<file path="src/design/jsu_pkg.sv">
// ----------------------------------------------------------------------------
// jsu_pkg
// Shared types and constants of the JSON string unescaper: status codes,
// the result item and the bundle of up to three results one byte can cause.
// ----------------------------------------------------------------------------
package jsu_pkg;

    localparam int MAX_OUT_BYTES_DEF = 32768;
    localparam int CAP_W             = 16;
    localparam int LEN_W             = 15;
    localparam int CFG_ADDR_W        = 3;
    localparam int CFG_DATA_W        = 32;
    localparam int MAX_RESULTS       = 3;

    // Register index on the configuration port.
    localparam logic [0:0] REG_OUT_CAPACITY = 1'b0;
    localparam logic [CAP_W-1:0] CAP_RESET  = 16'h8000;

    typedef enum logic [2:0] {
        ST_DATA         = 3'd0,
        ST_DONE         = 3'd1,
        ST_NO_QUOTE     = 3'd2,
        ST_UNTERMINATED = 3'd3,
        ST_OVERFLOW     = 3'd4,
        ST_BAD_ESCAPE   = 3'd5,
        ST_BAD_HEX      = 3'd6
    } status_t;

    typedef struct packed {
        logic [7:0]       data;
        status_t          status;
        logic [LEN_W-1:0] length;
        logic             last;
    } result_t;

    typedef struct packed {
        logic [1:0]    count;
        result_t [2:0] res;
    } bundle_t;

endpackage

</file>
<file path="src/design/jsu_decode.sv">
// ----------------------------------------------------------------------------
// jsu_decode
// Input register, parser state and the single-pass decode of one byte into
// a bundle of zero to three result items.
// ----------------------------------------------------------------------------
module jsu_decode #(
    parameter int MAX_OUT_BYTES = jsu_pkg::MAX_OUT_BYTES_DEF
) (
    input  logic                        clk,
    input  logic                        rst_n,
    input  logic                        in_valid,
    output logic                        in_stall,
    input  logic [7:0]                  in_byte,
    input  logic                        start_of_string,
    input  logic [jsu_pkg::CAP_W-1:0]   out_capacity,
    input  logic                        load_ok,
    output logic                        res_load,
    output jsu_pkg::bundle_t            bundle
);
    import jsu_pkg::*;

    localparam int CAP_LIMIT = (MAX_OUT_BYTES < 32768) ? MAX_OUT_BYTES : 32768;

    localparam logic [7:0] CH_NUL       = 8'h00;
    localparam logic [7:0] CH_QUOTE     = 8'h22;
    localparam logic [7:0] CH_BACKSLASH = 8'h5C;
    localparam logic [7:0] CH_SLASH     = 8'h2F;
    localparam logic [7:0] CH_N         = 8'h6E;
    localparam logic [7:0] CH_R         = 8'h72;
    localparam logic [7:0] CH_T         = 8'h74;
    localparam logic [7:0] CH_B         = 8'h62;
    localparam logic [7:0] CH_F         = 8'h66;
    localparam logic [7:0] CH_U         = 8'h75;

    typedef enum logic [3:0] {
        PH_IDLE   = 4'b0001,
        PH_STRING = 4'b0010,
        PH_ESCAPE = 4'b0100,
        PH_HEX    = 4'b1000
    } phase_t;

    logic             item_valid_reg, item_valid_next;
    logic [7:0]       item_byte_reg;
    logic             item_start_reg;
    phase_t           phase_reg, phase_next;
    logic [2:0]       hex_seen_reg, hex_seen_next;
    logic [15:0]      code_point_reg, code_point_next;
    logic [LEN_W-1:0] written_reg, written_next;

    logic             advance;
    logic             accept;
    logic [CAP_W-1:0] eff_cap;

    // Returns the digit value in the low four bits and a valid flag on top.
    function automatic logic [4:0] hex_digit(input logic [7:0] c);
        logic [4:0] r;
        r = 5'b0;
        if (c >= 8'h30 && c <= 8'h39) r = {1'b1, 4'(c - 8'h30)};
        else if (c >= 8'h61 && c <= 8'h66) r = {1'b1, 4'(c - 8'h57)};
        else if (c >= 8'h41 && c <= 8'h46) r = {1'b1, 4'(c - 8'h37)};
        return r;
    endfunction

    assign advance  = item_valid_reg && load_ok;
    assign in_stall = item_valid_reg && !load_ok;
    assign accept   = in_valid && !in_stall;
    assign res_load = advance && (bundle.count != 2'd0);

    assign eff_cap = (out_capacity > CAP_W'(CAP_LIMIT)) ? CAP_W'(CAP_LIMIT) : out_capacity;

    always_comb
    begin
        logic [16:0] w_ext;
        logic        room1, room2, room3;
        logic [7:0]  esc;
        logic        esc_ok;
        logic [4:0]  hd;
        logic [15:0] cp;
        logic [7:0]  c;

        c      = item_byte_reg;
        w_ext  = {2'b00, written_reg};
        room1  = (w_ext + 17'd1) < {1'b0, eff_cap};
        room2  = (w_ext + 17'd2) < {1'b0, eff_cap};
        room3  = (w_ext + 17'd3) < {1'b0, eff_cap};
        hd     = hex_digit(c);
        cp     = {code_point_reg[11:0], hd[3:0]};
        esc    = 8'h00;
        esc_ok = 1'b1;
        case (c)
            CH_QUOTE:     esc = CH_QUOTE;
            CH_BACKSLASH: esc = CH_BACKSLASH;
            CH_SLASH:     esc = CH_SLASH;
            CH_N:         esc = 8'h0A;
            CH_R:         esc = 8'h0D;
            CH_T:         esc = 8'h09;
            CH_B:         esc = 8'h08;
            CH_F:         esc = 8'h0C;
            default:      esc_ok = 1'b0;
        endcase

        phase_next      = phase_reg;
        hex_seen_next   = hex_seen_reg;
        code_point_next = code_point_reg;
        written_next    = written_reg;
        bundle          = '0;

        if (item_start_reg) begin
            written_next    = '0;
            hex_seen_next   = '0;
            code_point_next = '0;
            if (c != CH_QUOTE) begin
                phase_next            = PH_IDLE;
                bundle.count          = 2'd1;
                bundle.res[0].status  = ST_NO_QUOTE;
                bundle.res[0].last    = 1'b1;
            end else begin
                phase_next = PH_STRING;
            end
        end else begin
            unique case (phase_reg)
                PH_IDLE:
                begin
                end
                PH_STRING:
                begin
                    bundle.res[0].length = written_reg;
                    bundle.res[0].last   = 1'b1;
                    if (c == CH_NUL || c == CH_QUOTE || !room1) begin
                        phase_next           = PH_IDLE;
                        hex_seen_next        = '0;
                        code_point_next      = '0;
                        bundle.count         = 2'd1;
                        bundle.res[0].status = (c == CH_NUL)   ? ST_UNTERMINATED :
                                               (c == CH_QUOTE) ? ST_DONE : ST_OVERFLOW;
                    end else if (c == CH_BACKSLASH) begin
                        phase_next = PH_ESCAPE;
                    end else begin
                        written_next         = written_reg + 1'b1;
                        bundle.count         = 2'd1;
                        bundle.res[0].data   = c;
                        bundle.res[0].status = ST_DATA;
                        bundle.res[0].length = written_reg + 1'b1;
                    end
                end
                PH_ESCAPE:
                begin
                    bundle.res[0].last = 1'b1;
                    if (esc_ok) begin
                        phase_next           = PH_STRING;
                        written_next         = written_reg + 1'b1;
                        bundle.count         = 2'd1;
                        bundle.res[0].data   = esc;
                        bundle.res[0].status = ST_DATA;
                        bundle.res[0].length = written_reg + 1'b1;
                    end else if (c == CH_U) begin
                        phase_next      = PH_HEX;
                        hex_seen_next   = '0;
                        code_point_next = '0;
                    end else begin
                        phase_next           = PH_IDLE;
                        hex_seen_next        = '0;
                        code_point_next      = '0;
                        bundle.count         = 2'd1;
                        bundle.res[0].status = ST_BAD_ESCAPE;
                        bundle.res[0].length = written_reg;
                    end
                end
                PH_HEX:
                begin
                    if (c == CH_NUL || !hd[4]) begin
                        phase_next           = PH_IDLE;
                        hex_seen_next        = '0;
                        code_point_next      = '0;
                        bundle.count         = 2'd1;
                        bundle.res[0].status = (c == CH_NUL) ? ST_UNTERMINATED : ST_BAD_HEX;
                        bundle.res[0].length = written_reg;
                        bundle.res[0].last   = 1'b1;
                    end else if (hex_seen_reg < 3'd3) begin
                        code_point_next = cp;
                        hex_seen_next   = hex_seen_reg + 3'd1;
                    end else begin
                        // Fourth digit: emit the code point as UTF-8, or report overflow if it does not fit.
                        hex_seen_next   = '0;
                        code_point_next = '0;
                        phase_next      = PH_STRING;
                        bundle.res[0].length = written_reg + 15'd1;
                        bundle.res[1].length = written_reg + 15'd2;
                        bundle.res[2].length = written_reg + 15'd3;
                        if (cp < 16'h0080) begin
                            if (room1) begin
                                written_next       = written_reg + 15'd1;
                                bundle.count       = 2'd1;
                                bundle.res[0].data = cp[7:0];
                                bundle.res[0].last = 1'b1;
                            end
                        end else if (cp < 16'h0800) begin
                            if (room2) begin
                                written_next       = written_reg + 15'd2;
                                bundle.count       = 2'd2;
                                bundle.res[0].data = {3'b110, cp[10:6]};
                                bundle.res[1].data = {2'b10, cp[5:0]};
                                bundle.res[1].last = 1'b1;
                            end
                        end else begin
                            if (room3) begin
                                written_next       = written_reg + 15'd3;
                                bundle.count       = 2'd3;
                                bundle.res[0].data = {4'b1110, cp[15:12]};
                                bundle.res[1].data = {2'b10, cp[11:6]};
                                bundle.res[2].data = {2'b10, cp[5:0]};
                                bundle.res[2].last = 1'b1;
                            end
                        end
                        if (bundle.count == 2'd0) begin
                            phase_next           = PH_IDLE;
                            bundle.count         = 2'd1;
                            bundle.res[0].status = ST_OVERFLOW;
                            bundle.res[0].length = written_reg;
                            bundle.res[0].last   = 1'b1;
                        end
                    end
                end
                default:
                begin
                    phase_next = PH_IDLE;
                end
            endcase
        end
    end

    always_comb
    begin
        item_valid_next = item_valid_reg;
        if (accept) item_valid_next = 1'b1;
        else if (advance) item_valid_next = 1'b0;
    end

    always_ff @(posedge clk or negedge rst_n)
    begin
        if (!rst_n) begin
            item_valid_reg <= 1'b0;
            phase_reg      <= PH_IDLE;
            hex_seen_reg   <= '0;
            code_point_reg <= '0;
            written_reg    <= '0;
        end else begin
            item_valid_reg <= item_valid_next;
            if (advance) begin
                phase_reg      <= phase_next;
                hex_seen_reg   <= hex_seen_next;
                code_point_reg <= code_point_next;
                written_reg    <= written_next;
            end
        end
    end

    always_ff @(posedge clk)
    begin
        if (accept) begin
            item_byte_reg  <= in_byte;
            item_start_reg <= start_of_string;
        end
    end

endmodule

</file>
<file path="src/design/jsu_outbuf.sv">
// ----------------------------------------------------------------------------
// jsu_outbuf
// Result register: holds the bundle of one decoded byte and hands its
// results out one beat at a time.
// ----------------------------------------------------------------------------
module jsu_outbuf (
    input  logic                         clk,
    input  logic                         rst_n,
    input  logic                         res_load,
    input  jsu_pkg::bundle_t             bundle,
    output logic                         load_ok,
    output logic                         out_valid,
    input  logic                         out_stall,
    output jsu_pkg::result_t             result
);
    import jsu_pkg::*;

    result_t    slot_reg [MAX_RESULTS];
    logic [1:0] cnt_reg, cnt_next;
    logic [1:0] idx_reg, idx_next;
    logic       take;

    assign out_valid = (cnt_reg != 2'd0);
    assign take      = out_valid && !out_stall;
    // A new bundle may land when the buffer is empty or its final beat leaves now.
    assign load_ok   = (cnt_reg == 2'd0) || (cnt_reg == 2'd1 && take);
    assign result    = slot_reg[idx_reg];

    always_comb
    begin
        cnt_next = cnt_reg;
        idx_next = idx_reg;
        if (res_load) begin
            cnt_next = bundle.count;
            idx_next = 2'd0;
        end else if (take) begin
            cnt_next = cnt_reg - 2'd1;
            idx_next = idx_reg + 2'd1;
        end
    end

    always_ff @(posedge clk or negedge rst_n)
    begin
        if (!rst_n) begin
            cnt_reg <= 2'd0;
            idx_reg <= 2'd0;
        end else begin
            cnt_reg <= cnt_next;
            idx_reg <= idx_next;
        end
    end

    always_ff @(posedge clk)
    begin
        if (res_load) begin
            slot_reg[0] <= bundle.res[0];
            slot_reg[1] <= bundle.res[1];
            slot_reg[2] <= bundle.res[2];
        end
    end

endmodule

</file>
<file path="src/design/json_string_unescaper_unit.sv">
// ----------------------------------------------------------------------------
// json_string_unescaper_unit
// Unescapes a quoted JSON string byte by byte into raw and UTF-8 bytes.
// ----------------------------------------------------------------------------
// Input channel: in_valid/in_stall carry in_byte and start_of_string; a byte
// with start_of_string set opens a new string and must be a double quote.
// Output channel: out_valid/out_stall carry out_byte, status, decoded_length
// and last. Each input byte gives zero to three result beats; last marks the
// final beat of a byte. Data beats have status 0, a string ends in one done
// or error beat, and bytes after that are dropped until the next start.
// An accepted byte passes the input register, then the result register, before its first result beat.
// Throughput is one byte per cycle while the receiver does not stall; a \u escape
// that expands to two or three UTF-8 bytes holds the input while the result
// register drains, one beat per cycle.
// out_capacity (APB, address 0) limits the decoded length, one byte kept for
// the terminator; write it only while the block is idle. Reset empties the
// pipeline, returns the parser to idle and sets out_capacity to 32768. When
// the receiver stalls, the current beat holds and the input stalls as soon
// as the input register and result register are both occupied.
// ----------------------------------------------------------------------------
module json_string_unescaper_unit #(
    parameter int MAX_OUT_BYTES = jsu_pkg::MAX_OUT_BYTES_DEF
) (
    input  logic                               clk,
    input  logic                               rst_n,
    input  logic                               in_valid,
    output logic                               in_stall,
    input  logic [7:0]                         in_byte,
    input  logic                               start_of_string,
    output logic                               out_valid,
    input  logic                               out_stall,
    output logic [7:0]                         out_byte,
    output logic [2:0]                         status,
    output logic [jsu_pkg::LEN_W-1:0]          decoded_length,
    output logic                               last,
    input  logic                               psel,
    input  logic                               penable,
    input  logic                               pwrite,
    input  logic [jsu_pkg::CFG_ADDR_W-1:0]     paddr,
    input  logic [jsu_pkg::CFG_DATA_W-1:0]     pwdata,
    output logic [jsu_pkg::CFG_DATA_W-1:0]     prdata,
    output logic                               pready
);
    import jsu_pkg::*;

    logic [CAP_W-1:0] capacity_reg;
    logic             cap_sel;
    logic             load_ok;
    logic             res_load;
    bundle_t          bundle;
    result_t          result;

    assign pready  = 1'b1;
    assign cap_sel = (paddr[CFG_ADDR_W-1:2] == REG_OUT_CAPACITY);
    assign prdata  = cap_sel ? {{(CFG_DATA_W-CAP_W){1'b0}}, capacity_reg} : '0;

    always_ff @(posedge clk or negedge rst_n)
    begin
        if (!rst_n) begin
            capacity_reg <= CAP_RESET;
        end else if (psel && penable && pwrite && pready && cap_sel) begin
            capacity_reg <= pwdata[CAP_W-1:0];
        end
    end

    jsu_decode #(
        .MAX_OUT_BYTES (MAX_OUT_BYTES)
    ) u_decode (
        .clk             (clk),
        .rst_n           (rst_n),
        .in_valid        (in_valid),
        .in_stall        (in_stall),
        .in_byte         (in_byte),
        .start_of_string (start_of_string),
        .out_capacity    (capacity_reg),
        .load_ok         (load_ok),
        .res_load        (res_load),
        .bundle          (bundle)
    );

    jsu_outbuf u_outbuf (
        .clk       (clk),
        .rst_n     (rst_n),
        .res_load  (res_load),
        .bundle    (bundle),
        .load_ok   (load_ok),
        .out_valid (out_valid),
        .out_stall (out_stall),
        .result    (result)
    );

    assign out_byte       = result.data;
    assign status         = result.status;
    assign decoded_length = result.length;
    assign last           = result.last;

endmodule

</file>
<file path="config.mk">
export PLATFORM = sky130hd
export DESIGN_NAME = json_string_unescaper_unit
export DESIGN_NICKNAME = d
export VERILOG_FILES = /design/src/design/jsu_pkg.sv /design/src/design/jsu_decode.sv /design/src/design/jsu_outbuf.sv /design/src/design/json_string_unescaper_unit.sv
export SDC_FILE = /design/constraint.sdc
export NUM_CORES = 1
export LEC_CHECK = 0
export BUFFER_PORTS_ARGS = -buffer_cell sky130_fd_sc_hd__buf_2
export CORE_MARGIN = 5
export CORE_UTILIZATION = 25
export CTS_CLUSTER_SIZE = 20
export DETAILED_ROUTE_END_ITERATION = 12
export GPL_ROUTABILITY_DRIVEN = 0
export GPL_TIMING_DRIVEN = 0
export PLACE_DENSITY_LB_ADDON = 0.15
export REMOVE_ABC_BUFFERS = 1
export SETUP_SLACK_MARGIN = 0.5
export SLEW_MARGIN = 20
export SYNTH_ARGS = -nofsm -noshare
export SYNTH_HDL_FRONTEND = slang
export SYNTH_SLANG_ARGS = --single-unit
export TNS_END_PERCENT = 1
</file>
<file path="constraint.sdc">
create_clock -name clk -period 9.2 [get_ports clk]
set_clock_uncertainty 0.1 [all_clocks]
set_input_delay 0 -clock clk [delete_from_list [all_inputs] [get_ports clk]]
set_output_delay 0 -clock clk [all_outputs]
set_load 0.01 [all_outputs]
</file>
==> out/metrics.yaml, run 1 <==
synth:
  postSynthAreaPerCell_um2: 9.49
  share_of_the_synthesized_area_in_the_top_cell_type: 0.263
  adder_cell_share_of_the_synthesized_area: 0.0762
  ys_top_cells_by_area: "edfxtp_1 26%, dfrtp_1 14%, ha_1 7.6%, nand2_1 4.4%, nor2_1 3.9%"
  main_combinational_cell_family_by_area_after_synthesis: "simple AND/OR/NAND/NOR gates"
  yosys.cell_types.count: 86
  post_synth_xor_area_fraction: 0.0393
  synth_seq_area_share: 0.411
  synth_simple_gate_area_frac: 0.188
  synth-warning-count: 0
  synth_seq_cells: 137
  ys_flop_type: "edfxtp_1"
  synth.mux.area_fraction: 0.0627
  synth_cells: 986
  post-synth-top-area-cell: "edfxtp_1"
  netlist_area_um2: 9360
  synth_edf_count: 82
  ys_async_sr_fraction: 0.401
  synth_compound_area_frac: 0.163
critical_path:
  cp.required_ns: 9.24
  endpoint_kind: "flop"
  crit_arrival_ns: 5.81
  cp_cell_sequence: "inv_1 > ha_1 > or3_1 > nor2_1 > xor2_1 > ha_1 > a21oi_1 > o21ai_0 > a221oi_1 > o31ai_2 > o22ai_2 > nand2_1 > a31oi_4 > buf_16 > buf_16"
  slowest_delay_ns: 0.72
  critical-path-slowest-cell: "dfrtp_1"
  worst_setup_path_start_kind: "flop"
  cp_max_fo: 22
  critical_path_class: "flop to flop"
clock_network:
  cts_setup_buffers: 0
  clock_slew_at_reported_path_ffs_ns: 0.07
  tritoncts: "done"
  worst_skew_pair.late_latency_ns: 0.44
  clockBufferDepth: 2
  number_of_sinks_handled_by_clock_tree_synthesis: 137
  master_cell_of_the_clock_root_buffer: "clkbuf_16"
  number_of_levels_the_h_tree_was_split_into: 4
  cts-buffers-inserted: 17
flow_run:
  max_capacitance_violation_total: 0
global_route:
  grt_pass1_wl_um: 44900
  grt_overflow_total: 0
  first_global_vias: 7264
  grt_use_total: 0.137
  antenna_found_initial: 0
  grt_max_degree: 49
placement:
  place.detailed.hpwl_um: 21400
  place_ws_ns: 3.37
  port_buffers: 77
die:
  core_region_area_um2: 36800
  std_cell_rows: 70
  fp.dieH_um: 203
  floorplan.initialDensity: 0.254
  die_width_um: 203
  top_ports: 113
  total_die_area_um2: 41400
finish:
  flip_flop_count_of_the_largest_register_all_copies_and_words_added: 73
  areaGrowthSynthToFinish_pct: 18.3
  final_net_count: 1167
  number_of_antenna_cells_inserted: 0
  layout_common_cells: "110 x nand2_1, 95 x nor2_1, 82 x edfxtp_1, 76 x buf_2, 57 x ha_1"
  layout-drive-gt1-share: 0.157
  mostFrequentLayoutCell: "nand2_1"
status:
  outcome: "complete, but fails checks"
  violations: "negative hold slack"
pwr:
  ir_worst_vdd_mv: 0.0887
  power_density_nw_per_um2: 233
  cellLeakagePower_nw: 4.59
timing:
  finalHoldWorstSlack_ns: -0.00912
  period_needed_ns: 5.77
  slew_headroom: 0.327
  slew_violations: 0
  setup_violations: 0
  worst_slew_pin_slew_ns: 1.01
  max_freq_mhz: 173
  timing_hold_violations_final: 6
  finalWorstSetupSlack_ns: 3.43
  rsz0062_at_grt: "no"
  final_min_period_over_clock_period: 0.627
worst_hold_path:
  hp-class: "input pin to asynchronous set/reset pin"
drt:
  number_of_nets_with_antenna_violations_after_routing: 0
  route.final.wire_length_um: 28400
  routed-via-count: 7452
  wl_per_cell_um: 18.5
  route.detailed.drc: 0
  first_pass_iters: 5
  initialDrtViolationCount: 587
  route.detailed.vias_per_inst: 4.84
## synthesized netlist by cell type, types with 5 or more instances
cell type	n
a211oi_1	7
buf_4	18
or2_2	5
o21ai_0	46
and3_1	7
clkbuf_1	43
edfxtp_1	82
ha_1	57
dfrtp_1	53
nor2b_1	15
nor2_1	96
mux2_2	17
inv_1	46
nor3_1	25
and2_1	26
a22o_1	15
nand3_1	22
a21o_1	8
nand2b_1	10
o22ai_1	12
nand2_1	110
a31oi_1	6
o31ai_1	17
xor2_1	20
a21oi_1	39
nor4_1	7
xnor2_1	22
mux2i_1	26
mux2_1	12
buf_2	7
nand4_1	11
## report_power, final
part,total (mW),leakage (nW),switching (mW),internal (mW)
combinational,0.960,2.78,0.579,0.381
sequential,0.930,1.54,0.147,0.784
clock,0.684,0.271,0.302,0.382
## metrics by stage
step / TNS, ns / std cells / util / power, mW / instance area, um2
global placement: -121.16 / 1472 / 0.272 / 1.88 / 10000
CTS: 0 / 1540 / 0.301 / 2.61 / 11100
detailed placement: 0 / 1478 / 0.277 / 1.91 / 10200
floorplan: 0 / 927 / - / 1.52 / 9040
global route: 0 / 1540 / 0.301 / 2.75 / 11100
finish: 0 / 1540 / 0.301 / 2.57 / 11100
## worst max-delay path, delay by kind of cell (launching register included)
kind	cells	cell delay [ns]
adder cells (fa/ha/maj)	2	0.66
AO/OA/AOI/OAI	6	1.90
AND/OR/NAND/NOR	3	0.98
flip-flops	1	0.72
XOR/XNOR	1	0.36
buffers and inverters	3	0.69
## repair_timing
item,in CTS,in global routing
gates resized for setup,0,0
hold endpoints to repair,84,0
hold buffers,30,0
## cell type report
class	instances	area (um2)
clock inverter	13	120
multi-input combinational	744	5070
inverter	46	173
sequential	137	3840
timing repair buffer	113	833
fill	3892	25700
tap	468	586
clock buffer	19	443
## cells by family after synthesis
logic type | after synthesis
xor+xnor | 42
compound gates | 213
mux | 55
simple gates | 360
other cells | 2
flops | 137
buf+inv | 120
fa+ha+maj | 57
## path summary, 6_finish.rpt
| path | from | endpoint | slack, ns | depth (start not counted) |
|---|---|---|---|---|
| worst min register to register | u_decode.code_point_reg[0]$_DFFE_PN0P_ | u_decode.code_point_reg[0]$_DFFE_PN0P_ | 0.40 | 2 |
| worst min-delay path | rst_n | u_decode.code_point_reg[5]$_DFFE_PN0P_ | -0.009 | 3 |
| max in group asynchronous | rst_n | u_outbuf.idx_reg[1]$_DFFE_PN0P_ | 7.89 | 3 |
| worst max-delay path | u_decode.written_reg[0]$_DFFE_PN0P_ | u_outbuf.slot_reg[0][12]$_SDFFCE_PP0P_ | 3.43 | 15 |
| worst max register to register | u_decode.written_reg[0]$_DFFE_PN0P_ | u_outbuf.slot_reg[0][12]$_SDFFCE_PP0P_ | 3.43 | 15 |
| min in group clk | in_byte[2] | u_decode.item_byte_reg[2]$_DFFE_PP_ | 0.16 | 2 |
## layer usage
layer  routed length (um)  track usage
met3                 1090       0.0223
met5                    0            0
met4                  342       0.0340
met1                14800        0.213
met2                12200        0.198
No activity file was read; power rests on OpenSTA's default activity.
==> run 2: changes to the inputs <==
==> constraint.sdc (replaced) <==
create_clock -name clk -period 4.9 [get_ports clk]
set_clock_uncertainty 0.1 [all_clocks]
set_input_delay 0 -clock clk [delete_from_list [all_inputs] [get_ports clk]]
set_output_delay 0 -clock clk [all_outputs]
set_load 0.01 [all_outputs]
==> run 2 against run 1 <==
Against the previous run: the run still ends with negative hold slack left; power rose by 95%; clock power rose by 87%; cell area rose by 4.4%; routed wire length rose by 2.6%; sequential share of layout area fell by 1.4 points; core utilization rose by 1.3 points; register-to-register slack got worse by 3.0 ns; via count rose by 1.9%; die area did not move; combinational power rose by 110%; flip-flop and latch count did not move.
==> out/metrics.yaml, run 2 (same netlist as run 1, synthesis figures left out) <==
critical_path:
  critical_path.startpoint: "u_decode.written_reg[10]$_DFFE_PN0P_"
  reg2reg_depth: 14  # -1
  critical_path_class: "flop to flop"
  cp_max_fo: 6  # -73%
  worst_setup_path_start_kind: "flop"
  cp.required_ns: 4.91  # -4.33 ns
  r2r-start: "u_decode.written_reg[10]$_DFFE_PN0P_"
  crit_arrival_ns: 4.50  # -1.31 ns
  endpoint_kind: "flop"
  regToRegEndpoint: "u_outbuf.slot_reg[0][0]$_DFFE_PP_"
  worst_reg_to_reg_setup_slack_ns: 0.41  # -3.02 ns
  critPathCapture: "u_outbuf.slot_reg[0][0]$_DFFE_PP_"
timing:
  timing_hold_violations_final: 6  # unchanged
  worst_slew_pin_slew_ns: 0.975  # -0.0348 ns
  slew_headroom: 0.350  # +0.0232
  max_freq_mhz: 223  # +28%
  slew_violations: 0  # unchanged
  final.setup.tns_ns: 0  # unchanged
  setup_violations: 0  # unchanged
  finalWorstSetupSlack_ns: 0.410  # -3.02 ns
  finalHoldWorstSlack_ns: -0.0128  # -0.00371 ns
  period_needed_ns: 4.49  # -1.28 ns
  final_min_period_over_clock_period: 0.916  # +0.289
  rsz0062_at_grt: "yes"
clock_network:
  cts-buffers-inserted: 17  # unchanged
  worst_skew_pair.late_latency_ns: 0.44  # about the same
  number_of_sinks_handled_by_clock_tree_synthesis: 137  # unchanged
  clock_slew_at_reported_path_ffs_ns: 0.06  # about the same
  number_of_levels_the_h_tree_was_split_into: 4  # unchanged
  clockBufferDepth: 2  # unchanged
  tritoncts: "done"
  master_cell_of_the_clock_root_buffer: "clkbuf_16"
die:
  core_region_area_um2: 36800  # unchanged
  die_width_um: 203  # unchanged
  total_die_area_um2: 41400  # unchanged
  fp.dieH_um: 203  # unchanged
  top_ports: 113  # unchanged
  std_cell_rows: 70  # unchanged
  floorplan.initialDensity: 0.254  # unchanged
pwr:
  clock_power_share: 0.255  # -0.011
  cellLeakagePower_nw: 4.78  # +4.2%
  power_density_nw_per_um2: 436  # +87%
  netSwitchingPower_mw: 2.01  # +96%
  power.share.combinational: 0.405  # +0.032
  ir_worst_vdd_mv: 0.168  # +89%
  cell_internal_pwr_mw: 3.02  # +95%
  power.sequential.fraction: 0.340  # -0.021
  sw_frac_of_total: 0.400  # +0.000645
placement:
  place_ws_ns: -0.931  # -4.30 ns
  post-place-cells: 1478  # unchanged
  port_buffers: 77  # unchanged
  place.detailed.hpwl_um: 21400  # unchanged
drt:
  first_pass_iters: 5  # unchanged
  number_of_nets_with_antenna_violations_after_routing: 0  # unchanged
  routed-via-count: 7596  # +1.9%
  route.detailed.drc: 0  # unchanged
  wl_per_cell_um: 18.5  # +0.42%
  initialDrtViolationCount: 625  # +6.5%
  route.final.wire_length_um: 29200  # +2.6%
  route.detailed.vias_per_inst: 4.83  # -0.21%
global_route:
  grt_max_degree: 49  # unchanged
  antenna_found_initial: 0  # unchanged
  grt_overflow_total: 0  # unchanged
  grt_pass1_wl_um: 45700  # +1.9%
  grt_use_total: 0.140  # +0.00255
  first_global_vias: 7423  # +2.2%
finish:
  flip_flop_count_of_the_largest_register_all_copies_and_words_added: 73  # unchanged
  number_of_antenna_cells_inserted: 0  # unchanged
  finish.cell_count_without_fillers: 1573  # +2.1%
  layout_common_cells: "108 x nand2_1, 91 x nor2_1, 82 x edfxtp_1, 76 x buf_2, 57 x ha_1"
  final_net_count: 1200  # +2.8%
  areaGrowthSynthToFinish_pct: 23.5
  postLayoutCoreUtil: 0.314  # +0.0134
  mostFrequentLayoutCell: "nand2_1"
  layout-drive-gt1-share: 0.210  # +0.0532
worst_hold_path:
  hp-class: "input pin to asynchronous set/reset pin"
status:
  outcome: "complete, but fails checks"
  violations: "negative hold slack"
flow_run:
  max_capacitance_violation_total: 0  # unchanged
==> run 2: changes by cell type in the layout (fill, tap and decap cells not counted), sizes merged <==
cell / previous run / this run
o21bai: 4 / 5
clkbuf: 19 / 20
buf: 83 / 114
==> run 2: per-layer routing <==
layer / track usage / part of all wire / wire (um)
met1: 0.217 / 0.51 / 15000
met2: 0.202 / 0.43 / 12600
met3: 0.0229 / 0.041 / 1200
met4: 0.0342 / 0.011 / 325
met5: 0 / 0 / 0
==> run 2: area by class of cell <==
class | instances | area [um2]
Fill cell | 3874 | 25200
Inverter | 46 | 173
Multi-Input combinational cell | 745 | 5280
Sequential cell | 137 | 3850
Tap cell | 468 | 586
Clock inverter | 13 | 120
Clock buffer | 19 | 443
Timing Repair Buffer | 145 | 1100
==> run 2: power by group through the flow <==
stage / sequential, mW / clock [mW] / combinational, mW
floorplan: 1.73 / 0 / 1.12
global placement: 1.86 / 0 / 1.67
detailed placement: 1.78 / 0 / 1.81
CTS: 1.73 / 1.31 / 2.00
global route: 1.76 / 1.36 / 2.25
finish: 1.71 / 1.28 / 2.04
==> run 2: timing repair <==
| item | in CTS | in global routing |
|---|---|---|
| gates cloned | 1 | 1 |
| pin swaps | 8 | 10 |
| setup endpoints to repair | 151 | 142 |
| hold buffers | 30 | 0 |
| setup buffers | 18 | 12 |
| hold endpoints to repair | 84 | 0 |
| resized for setup | 28 | 18 |
==> run 2: through the flow <==
| stage | area [um2] | hold WS (ns) | power (mW) |
|---|---|---|---|
| after floorplan | 9040 | -0.396 | 2.85 |
| after global placement | 10000 | 0.0795 | 3.53 |
| after detailed placement | 10200 | -0.219 | 3.59 |
| after CTS | 11400 | 0.00112 | 5.03 |
| after global routing | 11600 | 0.0216 | 5.37 |
| final | 11600 | -0.0128 | 5.03 |
==> run 2: worst min-delay path by stage <==
stage	start	end	slack (ns)
global route	rst_n	u_decode.code_point_reg[5]$_DFFE_PN0P_	0.02
floorplan	rst_n	capacity_reg[0]$_DFFE_PN0P_	-0.40
global placement	in_byte[7]	u_decode.item_byte_reg[7]$_DFFE_PP_	0.08
CTS	rst_n	u_decode.code_point_reg[5]$_DFFE_PN0P_	0.001
finish	rst_n	u_decode.code_point_reg[5]$_DFFE_PN0P_	-0.01
detailed placement	rst_n	u_outbuf.idx_reg[1]$_DFFE_PN0P_	-0.22
==> run 2: worst max-delay path, stage by stage, from the launching register on <==
cell and delay (ns):
dfrtp_1 0.52, nand4_1 0.31, or2_2 0.44, nor2_1 0.18, nand2_1 0.09, xnor2_1 0.38
ha_1 0.34, and3_1 0.19, a221oi_2 0.37, o31ai_4 0.18, o22ai_4 0.23, buf_4 0.18
nor2_1 0.04, a2111oi_0 0.37, o21ai_1 0.25
